### config.mk
export PLATFORM = sky130hd
export DESIGN_NAME = keypad_pin_lock_controller_core
export DESIGN_NICKNAME = d
export VERILOG_FILES = /design/src/kpl_pkg.sv /design/src/keypad_pin_lock_controller_core.sv
export SDC_FILE = /design/constraint.sdc
export NUM_CORES = 1
export LEC_CHECK = 0
export BUFFER_PORTS_ARGS = -buffer_cell sky130_fd_sc_hd__buf_4
export CELL_PAD_IN_SITES_DETAIL_PLACEMENT = 1
export CELL_PAD_IN_SITES_GLOBAL_PLACEMENT = 1
export CORE_MARGIN = 2
export CORE_UTILIZATION = 42
export CTS_CLUSTER_DIAMETER = 80
export DETAILED_ROUTE_END_ITERATION = 16
export PLACE_DENSITY_LB_ADDON = 0.1
export SLEW_MARGIN = 20
export SYNTH_ARGS = -nofsm -noshare
export SYNTH_HDL_FRONTEND = slang
export SYNTH_SLANG_ARGS = --single-unit
### constraint.sdc
create_clock -name clock -period 4.1 [get_ports clock]
set_clock_uncertainty 0.2 [all_clocks]
set_input_delay 0.82 -clock clock [delete_from_list [all_inputs] [get_ports clock]]
set_output_delay 0.82 -clock clock [all_outputs]
set_load 0.02 [all_outputs]
### src/kpl_pkg.sv
// Package for the keypad PIN lock controller.
// Holds channel payload types, register indexes, phase codes and reset defaults.
// No dependencies.
`timescale 1ns / 1ps

package kpl_pkg;

   localparam int PIN_DIGITS_DEFAULT = 4;
   localparam int KEY_COUNT          = 20;
   localparam int DIGIT_W            = 5;
   localparam int PIN_WORD_DIGITS    = 4;
   localparam int PIN_WORD_W         = DIGIT_W * PIN_WORD_DIGITS;
   localparam int CHECK_W            = 8;
   localparam int HOLD_W             = 16;
   localparam int RELOCK_W           = 32;
   localparam int CSR_INDEX_W        = 3;
   localparam int CSR_DATA_W         = 32;

   localparam logic [CHECK_W-1:0]  CHECK_SEED          = 8'hA5;
   localparam logic [HOLD_W-1:0]   SUCCESS_HOLD_RESET  = 16'd500;
   localparam logic [HOLD_W-1:0]   FAILURE_HOLD_RESET  = 16'd420;
   localparam logic [RELOCK_W-1:0] AUTOLOCK_RESET      = 32'd7200000;

   // register indexes on the csr port
   localparam logic [CSR_INDEX_W-1:0] CSR_PIN_WORD     = 3'd0;
   localparam logic [CSR_INDEX_W-1:0] CSR_PIN_CHECK    = 3'd1;
   localparam logic [CSR_INDEX_W-1:0] CSR_SUCCESS_HOLD = 3'd2;
   localparam logic [CSR_INDEX_W-1:0] CSR_FAILURE_HOLD = 3'd3;
   localparam logic [CSR_INDEX_W-1:0] CSR_AUTOLOCK     = 3'd4;

   // entry phase codes as seen on the result channel
   localparam logic [1:0] ENTRY_READY   = 2'd0;
   localparam logic [1:0] ENTRY_FAILURE = 2'd1;
   localparam logic [1:0] ENTRY_SUCCESS = 2'd2;

   localparam logic OP_KEY  = 1'b0;
   localparam logic OP_TICK = 1'b1;

   typedef enum logic [2:0] {
      PHASE_READY   = 3'b001,
      PHASE_FAILURE = 3'b010,
      PHASE_SUCCESS = 3'b100
   } phase_type;

   typedef struct packed {
      logic               operation;
      logic [DIGIT_W-1:0] key_number;
   } req_type;

   typedef struct packed {
      logic       locked;
      logic [1:0] entry_phase;
      logic [2:0] digits_entered;
      logic       digit_taken;
      logic       unlocked_now;
      logic       rejected_now;
      logic       success_done;
      logic       failure_done;
      logic       autolocked_now;
   } rsp_type;

   // digit i of the stored PIN; digits past the stored word read as zero
   function automatic logic [DIGIT_W-1:0] stored_digit(input logic [PIN_WORD_W-1:0] word,
                                                        input int idx);
      logic [DIGIT_W-1:0] d;
      d = '0;
      if (idx < PIN_WORD_DIGITS) begin
         d = word[idx*DIGIT_W +: DIGIT_W];
      end
      return d;
   endfunction

   function automatic logic [1:0] phase_code(input phase_type p);
      logic [1:0] c;
      unique case (p)
         PHASE_READY:   c = ENTRY_READY;
         PHASE_FAILURE: c = ENTRY_FAILURE;
         PHASE_SUCCESS: c = ENTRY_SUCCESS;
         default:       c = ENTRY_READY;
      endcase
      return c;
   endfunction

endpackage

### src/keypad_pin_lock_controller_core.sv
// Keypad PIN lock controller: collects key digits, checks them against the stored PIN,
// runs success/failure holds and the auto-lock timeout. Depends on kpl_pkg.
// Requests are registered in s1, then in the rsp register while rsp is not stalled.
// One transaction per cycle unless stalled; lock state is updated in the result stage.
// Reset (synchronous, active high): locked, phase ready, counters and timers cleared,
// registers back to defaults; the entered digit store is not cleared.
`timescale 1ns / 1ps

module keypad_pin_lock_controller_core #(
   parameter int PIN_DIGITS = kpl_pkg::PIN_DIGITS_DEFAULT
) (
   input  logic                                clock,
   input  logic                                reset,
   input  logic                                req_valid,
   output logic                                req_stall,
   input  kpl_pkg::req_type                    req_data,
   output logic                                rsp_valid,
   input  logic                                rsp_stall,
   output kpl_pkg::rsp_type                    rsp_data,
   input  logic                                csr_valid,
   output logic                                csr_ready,
   input  logic [kpl_pkg::CSR_INDEX_W-1:0]     csr_index,
   input  logic [kpl_pkg::CSR_DATA_W-1:0]      csr_data
);
   import kpl_pkg::*;

   localparam int CNT_W = $clog2(PIN_DIGITS + 1);
   localparam logic [CNT_W-1:0] CNT_FULL = CNT_W'(PIN_DIGITS);

   // configuration
   logic [PIN_WORD_W-1:0] pin_word_ff;
   logic [CHECK_W-1:0]    pin_check_ff;
   logic [HOLD_W-1:0]     success_hold_ff;
   logic [HOLD_W-1:0]     failure_hold_ff;
   logic [RELOCK_W-1:0]   autolock_ff;

   // lock state
   logic                  lock_ff,         lock_in;
   phase_type             phase_ff,        phase_in;
   logic [CNT_W-1:0]      count_ff,        count_in;
   logic [HOLD_W-1:0]     phase_elapsed_ff, phase_elapsed_in;
   logic [RELOCK_W-1:0]   relock_elapsed_ff, relock_elapsed_in;
   logic                  armed_ff,        armed_in;
   logic [DIGIT_W-1:0]    entered_ff [PIN_DIGITS];

   // pipeline
   logic                  s1_valid_ff;
   req_type               s1_data_ff;
   logic                  rsp_valid_ff;
   rsp_type               rsp_data_ff,     rsp_data_in;
   logic                  advance;
   logic                  fire;
   logic                  take;

   logic                  record_ok;
   logic                  entry_ok;
   logic [CNT_W+2:0]      count_wide;

   assign csr_ready = 1'b1;
   assign advance   = !rsp_valid_ff || !rsp_stall;
   assign fire      = s1_valid_ff && advance;
   assign req_stall = s1_valid_ff && !advance;
   assign rsp_valid = rsp_valid_ff;
   assign rsp_data  = rsp_data_ff;

   always_ff @(posedge clock) begin
      if (reset) begin
         pin_word_ff     <= '0;
         pin_check_ff    <= '0;
         success_hold_ff <= SUCCESS_HOLD_RESET;
         failure_hold_ff <= FAILURE_HOLD_RESET;
         autolock_ff     <= AUTOLOCK_RESET;
      end else if (csr_valid && csr_ready) begin
         unique case (csr_index)
            CSR_PIN_WORD:     pin_word_ff     <= csr_data[PIN_WORD_W-1:0];
            CSR_PIN_CHECK:    pin_check_ff    <= csr_data[CHECK_W-1:0];
            CSR_SUCCESS_HOLD: success_hold_ff <= csr_data[HOLD_W-1:0];
            CSR_FAILURE_HOLD: failure_hold_ff <= csr_data[HOLD_W-1:0];
            CSR_AUTOLOCK:     autolock_ff     <= csr_data[RELOCK_W-1:0];
            default: ;
         endcase
      end
   end

   // stored PIN validity: digit range plus rotate-xor checksum
   always_comb begin
      logic [CHECK_W-1:0] sum;
      logic [DIGIT_W-1:0] d;
      record_ok = 1'b1;
      sum       = CHECK_SEED;
      for (int i = 0; i < PIN_DIGITS; i++) begin
         d = stored_digit(pin_word_ff, i);
         if (d == '0 || d > DIGIT_W'(KEY_COUNT)) begin
            record_ok = 1'b0;
         end
         sum = {sum[CHECK_W-2:0], sum[CHECK_W-1]} ^ {{(CHECK_W-DIGIT_W){1'b0}}, d};
      end
      if (sum != pin_check_ff) begin
         record_ok = 1'b0;
      end
   end

   assign take = (s1_data_ff.operation == OP_KEY) && lock_ff && (phase_ff == PHASE_READY)
                 && (s1_data_ff.key_number != '0)
                 && (s1_data_ff.key_number <= DIGIT_W'(KEY_COUNT))
                 && (count_ff < CNT_FULL);

   // compare with the new key placed at the current count
   always_comb begin
      logic [DIGIT_W-1:0] e;
      entry_ok = record_ok;
      for (int i = 0; i < PIN_DIGITS; i++) begin
         e = (count_ff == CNT_W'(i)) ? s1_data_ff.key_number : entered_ff[i];
         if (e != stored_digit(pin_word_ff, i)) begin
            entry_ok = 1'b0;
         end
      end
   end

   always_comb begin
      lock_in           = lock_ff;
      phase_in          = phase_ff;
      count_in          = count_ff;
      phase_elapsed_in  = phase_elapsed_ff;
      relock_elapsed_in = relock_elapsed_ff;
      armed_in          = armed_ff;
      rsp_data_in       = '0;

      if (s1_data_ff.operation == OP_KEY) begin
         if (take) begin
            count_in                = count_ff + 1'b1;
            rsp_data_in.digit_taken = 1'b1;
            if (count_in == CNT_FULL) begin
               phase_elapsed_in = '0;
               if (entry_ok) begin
                  lock_in                  = 1'b0;
                  phase_in                 = PHASE_SUCCESS;
                  relock_elapsed_in        = '0;
                  armed_in                 = 1'b1;
                  rsp_data_in.unlocked_now = 1'b1;
               end else begin
                  phase_in                 = PHASE_FAILURE;
                  rsp_data_in.rejected_now = 1'b1;
               end
            end
         end
      end else begin
         if (phase_ff != PHASE_READY) begin
            if (phase_elapsed_ff != '1) begin
               phase_elapsed_in = phase_elapsed_ff + 1'b1;
            end
            if (phase_ff == PHASE_SUCCESS && phase_elapsed_in >= success_hold_ff) begin
               phase_in                 = PHASE_READY;
               rsp_data_in.success_done = 1'b1;
            end else if (phase_ff == PHASE_FAILURE && phase_elapsed_in >= failure_hold_ff) begin
               phase_in                 = PHASE_READY;
               count_in                 = '0;
               rsp_data_in.failure_done = 1'b1;
            end
         end
         if (!lock_ff && armed_ff) begin
            if (relock_elapsed_ff != '1) begin
               relock_elapsed_in = relock_elapsed_ff + 1'b1;
            end
            if (relock_elapsed_in >= autolock_ff) begin
               lock_in                    = 1'b1;
               armed_in                   = 1'b0;
               count_in                   = '0;
               phase_in                   = PHASE_READY;
               rsp_data_in.autolocked_now = 1'b1;
            end
         end
      end

      count_wide                 = {3'b000, count_in};
      rsp_data_in.locked         = lock_in;
      rsp_data_in.entry_phase    = phase_code(phase_in);
      rsp_data_in.digits_entered = count_wide[2:0];
   end

   always_ff @(posedge clock) begin
      if (reset) begin
         s1_valid_ff       <= 1'b0;
         rsp_valid_ff      <= 1'b0;
         lock_ff           <= 1'b1;
         phase_ff          <= PHASE_READY;
         count_ff          <= '0;
         phase_elapsed_ff  <= '0;
         relock_elapsed_ff <= '0;
         armed_ff          <= 1'b0;
      end else begin
         if (!req_stall) begin
            s1_valid_ff <= req_valid;
         end
         if (advance) begin
            rsp_valid_ff <= s1_valid_ff;
         end
         if (fire) begin
            lock_ff           <= lock_in;
            phase_ff          <= phase_in;
            count_ff          <= count_in;
            phase_elapsed_ff  <= phase_elapsed_in;
            relock_elapsed_ff <= relock_elapsed_in;
            armed_ff          <= armed_in;
         end
      end
   end

   always_ff @(posedge clock) begin
      if (req_valid && !req_stall) begin
         s1_data_ff <= req_data;
      end
      if (fire) begin
         rsp_data_ff <= rsp_data_in;
      end
      for (int i = 0; i < PIN_DIGITS; i++) begin
         if (fire && take && count_ff == CNT_W'(i)) begin
            entered_ff[i] <= s1_data_ff.key_number;
         end
      end
   end

endmodule
## Yosys cells after proc, flatten, opt, wreduce, memory -nomap -nowiden

Memory sizes are Yosys's and may differ from the RTL's.
Index checks and enable logic that the tools add are counted.

| word-level totals | value |
|---|---|
| input port bits | 46 |
| word-level logic and storage cells | 201 |
| memories | 1 |
| output and inout port bits | 15 |
| bits in registers | 168 |
| bits in writable memories | 20 |

| operators by class | value |
|---|---|
| equality and inequality tests | 24 |
| reduce and logical (&&, ||, !) cells | 51 |
| add/subtract/negate cells | 3 |
| order comparisons | 9 |
| bitwise operators | 8 |
| mux-type cells | 81 |

Memory list:

| name | depth | bits a word | read ports | clocked after Yosys merged registers in | wr ports | line | text |
|---|---|---|---|---|---|---|---|
| entered_ff | 4 | 5 | 4 | 0 | 1 | keypad_pin_lock_controller_core.sv:44 | `logic [DIGIT_W-1:0] entered_ff [PIN_DIGITS];` |

Operator list:

| operator | count |
|---|---|
| 32-bit 2-to-1 mux | 8 |
| 16-bit 2-to-1 mux | 7 |
| 3-bit 2-to-1 mux | 17 |
| 1-bit 2-to-1 mux | 37 |
| 5-bit 2-to-1 mux | 7 |
| 32-bit by 1-bit adder with 32-bit output, second input constant | 1 |
| 16-bit greater-or-equal comparator | 2 |
| 32-bit greater-or-equal comparator | 1 |
| 32-bit != test, second input constant | 1 |
| 8-bit by 5-bit XOR with 8-bit output | 3 |
| 5-bit greater-than comparator, second input constant | 4 |
| 5-bit zero test | 4 |
| 5-bit != test | 4 |
| 3-bit by 2-bit == test with 1-bit output, second input constant | 6 |
| 16-bit by 1-bit adder with 16-bit output, second input constant | 1 |
| 1-bit logical AND | 16 |
| 16-bit != test, second input constant | 1 |
| 5-bit OR reduction | 3 |
| 2-bit AND reduction | 7 |
| 3-bit == test, second input constant | 4 |
| 3-bit by 1-bit == test with 1-bit output, second input constant | 3 |
| 2-bit 2-to-1 mux | 4 |
| 8-bit != test | 1 |
| 3-bit zero test | 2 |
| other kinds (16) | 32 |

## Logic depth before layout (Yosys ltp)

| depth | value |
|---|---|
| word-level depth | 17 |
| mapped depth | 19 |

## Worst setup path before layout

OpenSTA, ideal clock, no wires.

| timing path | value |
|---|---|
| kind | reg2reg |
| start | register relock_elapsed_ff[3] |
| end | register rsp_data_ff (netlist bit rsp_data[10]) (data pin) |
| stages on the path, launching flop included | 19 |
| arrival | 3.479 ns |
| required time | 3.635 ns |
| slack | 0.156 ns |
| library setup time | 0.265 ns |
| path through | dfxtp_1 buf_2 and4_1 and4_1 buf_2 nand4_1 and2_1 buf_4 nand2_2 or3_1 xnor2_1 ha_1 and4_1 a221oi_1 o22ai_1 a31oi_2 nand3_1 a21boi_0 nor4b_2 |

RTL lines:

| item | line | text |
|---|---|---|
| start: declaration | keypad_pin_lock_controller_core.sv:42 | `logic [RELOCK_W-1:0] relock_elapsed_ff, relock_elapsed_in;` |
| start signal: assignment | keypad_pin_lock_controller_core.sv:203 | `relock_elapsed_ff <= relock_elapsed_in;` |
| end signal: assignment | keypad_pin_lock_controller_core.sv:214 | `rsp_data_ff <= rsp_data_in;` |
| end: declaration | keypad_pin_lock_controller_core.sv:50 | `rsp_type rsp_data_ff, rsp_data_in;` |

==> impl_metrics.csv <==
group,metric,value,unit
run_status,status,"completed",
cts,cts_buffers,17,
cts,cts_root_buffer,"clkbuf_16",
finish,final_nets,1481,
floorplanning,die_w,162.5,um
finish,final_core_util,51.99,%
cts,cts_tree,"yes",
synth,postSynthAreaPerCell,8.441,um2
critical_path,critPathRequiredTime,4.15,ns
detailed_routing,ant_nets,0,
critical_path,r2r.worst_path.cells,17,
sta,setup_viol_count_final,0,
finish,multiInputGateArea,6324,um2
critical_path,path_class,"reg -> reg",
power,switching_share,27.00,%
floorplanning,initial_core_util,42.39,%
critical_path,arrival,4.09,ns
sta,max_freq,247.4,MHz
critical_path,worstPathMaxFanout,5,
critical_path,startpoint,"relock_elapsed_ff[18]",
finish,ff_latch_area,4170,um2
finish,syn_to_final_growth,22.65,%
synth,syn_nets,1367,
critical_path,crit_chain,"nand3_1 -> nor4_4 -> buf_4 -> nand4_1 -> and2_4 -> nand2b_4 -> nor2_1 -> xnor2_2 -> ha_1 -> and4_1 -> a221oi_2 -> buf_4 -> o22ai_2 -> a31oi_4 -> a31o_4 -> a21oi_4 -> nor4b_4",
power,comb_power_share,7.1,%
detailed_routing,avgRoutedWirePerCell,19.74,um
floorplanning,io_pins,61,
sta,period_minus_slack,4.042,ns
placement,pre_cts_slack,-0.1708,ns
sta,rsz0062_at_grt,"yes",
critical_path,slowest_stage,"dfxtp_2",
detailed_routing,drt_first_pass_iters,4,
sta,fin_crit_sh,98.59,%
sta,hold_violations,0,
synth,async_flop_share,0,%
power,vdd_drop_max,219.8,uV
floorplanning,dieArea,26410,um2
synth,ys.flop_type,"dfxtp_1",
critical_path,critPathCapture,"rsp_data[10]",
synth,ys_ff_latch,188,
run,maxCapViolations,0,
critical_path,r2r_start,"relock_elapsed_ff[18]",
hold_path,worstHoldPathCells,2,
power,p_per_area,300.1,nW/um2
global_route,first_global_vias,9708,
critical_path,critPathMaxStageDelay,0.38,ns
global_route,grt-ovfl-total,0,
synth,synth_edf_count,38,
synth,syn_area,10550,um2
critical_path,r2r_end,"rsp_data[10]",
global_route,grt_pass1_wl,52660,um
finish,fillers,2939,
synth,ys_seq_area_share,39.27,%
power,p_seq_share,50.0,%
power,p_total,3.883,mW
critical_path,rrSetupSlack,0.06,ns
critical_path,cpMostUsedCell,"buf_4",
cts,cts_buffer_depth,2,
finish,drive_above_1_share,22.00,%
synth,synth.yosys.warnings,0,
finish,final_common_cell,"nand2_1",
global_route,antenna_found_initial,0,
finish,layout.cells.most_common_list,"nand2_1 (234), buf_4 (153), dfxtp_1 (131)",
finish,diodes,0,
sta,setup_tns,0,ns
critical_path,cp-end-kind,"flop",
placement,place.gp.congestion,0.8768,
detailed_routing,vias,9485,
synth,netlist_instances,1250,
power,p_clk_share,42.9,%
floorplanning,core,24890,um2
sta,worst_pin_slew,1.099,ns
sta,finalMaxSlewViolations,0,
detailed_routing,wirelength,33700,um
cts,clock-sinks,188,
global_route,grt_use_total,25.57,%
detailed_routing,via_per_inst,5.557,
cts,clkLatencyLatePin,0.44,ns
power,intPower,2.835,mW
floorplanning,fp.dieH,162.5,um
global_route,grt_max_degree,93,
sta,finalWorstSetupSlack,0.05790,ns
finish,design_area,12940,um2
placement,numPortBuffers,59,
synth,synth.distinct_cells,76,
cts,cts_hold_repair.buffers,0,
cts,clk_pin_slew,0.08,ns
cts,htree_levels,4,
detailed_routing,route.detailed.drc,0,
floorplanning,rows,58,
power,leakage,5.198,nW
detailed_routing,first_iter_violations,560,
sta,relSlewSlack,26.71,%
hold_path,worstHoldPathType,"reg -> reg",
critical_path,cp-start-kind,"flop",
placement,placed_area,11720,um2
power,switchingPower,1.049,mW
placement,dp_hpwl,24380,um
final cells by class:
type / instances / area share [%]
clock buffers: 18 / 3.316
clock inverters: 14 / 1.064
inverters: 79 / 2.291
multi-input cells: 923 / 48.86
flip-flops and latches: 188 / 32.22
well taps: 330 / 3.191
repair buffers: 155 / 9.050
critical path: cells and delay by family (launching register included):
kind	cells	cell delay, ns
AOI/OAI and AO/OA	5	0.96
xor gates and xnor gates	1	0.27
adders and majority gates	1	0.30
buffers and inverters	2	0.34
DFF	1	0.38
and+or+nand+nor	8	1.41
kinds of logic (layout without fill, tap and decap cells):
logic type | count (synthesis) | in the layout | share of synthesized area, %
other cells | 1 | 1 | 0.03554
mux | 26 | 26 | 2.490
compound gates | 278 | 278 | 16.66
buf+inv | 139 | 266 | 5.372
fa+ha+maj | 71 | 71 | 8.419
xor+xnor | 74 | 74 | 6.143
simple gates | 473 | 473 | 21.61
flops | 188 | 188 | 39.27
registers in the layout (all words and copies together) (netlist names):
| signal | cells |
|---|---|
| s1_data_ff | 6 |
| autolock_ff | 32 |
| s1_valid_ff | 1 |
| failure_hold_ff | 16 |
| rsp_valid | 1 |
| rsp_data | 12 |
| entered_ff | 20 |
| relock_elapsed_ff | 32 |
| pin_word_ff | 20 |
| lock_ff | 1 |
| count_ff | 3 |
| pin_check_ff | 8 |
| armed_ff | 1 |
| phase_elapsed_ff | 16 |
| phase_ff | 3 |
| success_hold_ff | 16 |
stage by stage:
stage | std cells | hold WS [ns]
floorplan | 1250 | 0.2363
global placement | 1656 | 0.2434
detailed placement | 1656 | 0.2470
CTS | 1693 | 0.2578
global route | 1707 | 0.2770
finish | 1707 | 0.2534
power groups by stage:
stage	clock (mW)	sequential, mW	combinational (mW)
CTS	1.69	1.94	0.272
detailed placement	0	1.99	0.269
global route	1.75	1.95	0.301
floorplan	0	1.98	0.148
global placement	0	1.99	0.266
finish	1.66	1.94	0.276
synth_stat cells, types with 5 or more instances:
master    number  area, um2
nor2b_1        5      31.28
mux2i_1       24      240.2
ha_1          71      888.4
a21o_1        11      82.58
edfxtp_1      38       1141
xor2_1        18      157.7
and4_1        10      87.58
o21ai_0       29      145.1
nor3_1        18      90.09
a31oi_1       14      87.58
a22o_1         8      70.07
xnor2_1       56      490.5
inv_1         79      296.5
a21oi_1      123      615.6
nand4_1       16      100.1
and2_1         8      50.05
nor4_1        17      106.4
nand3_1       42      210.2
dfxtp_1      150       3003
a31o_2         5      43.79
nor2_1        58      217.7
o211ai_1      30      225.2
nand2b_1      11      68.82
and3_1        10      62.56
o21a_1        14      105.1
clkbuf_1      39      146.4
buf_2         12      60.06
nand2_1      238      893.4
worst min-delay path by stage:
stage                     slack [ns]              end             from
after CTS                       0.26  autolock_ff[31]  autolock_ff[31]
after detailed placement        0.25  autolock_ff[31]  autolock_ff[31]
final                           0.25  autolock_ff[31]  autolock_ff[31]
after global placement          0.24  autolock_ff[24]  autolock_ff[24]
after floorplan                 0.24  autolock_ff[13]  autolock_ff[13]
after global routing            0.28   autolock_ff[9]   autolock_ff[9]
layer usage:
metal	wire length [um]	GRT usage, %	vias up
li1	-	-	4620
met1	15820	34.59	4684
met2	16490	43.66	145
met3	887	2.521	36
met4	498	7.080	0
met5	0	0	-
timing repair:
action / CTS / global route
endpoints found under the hold margin: 0 / 0
pin swaps: 13 / 48
resized for setup: 22 / 94
setup endpoints to repair: 13 / 15
setup buffers: 5 / 15
Power figures use the tool's default switching activity.
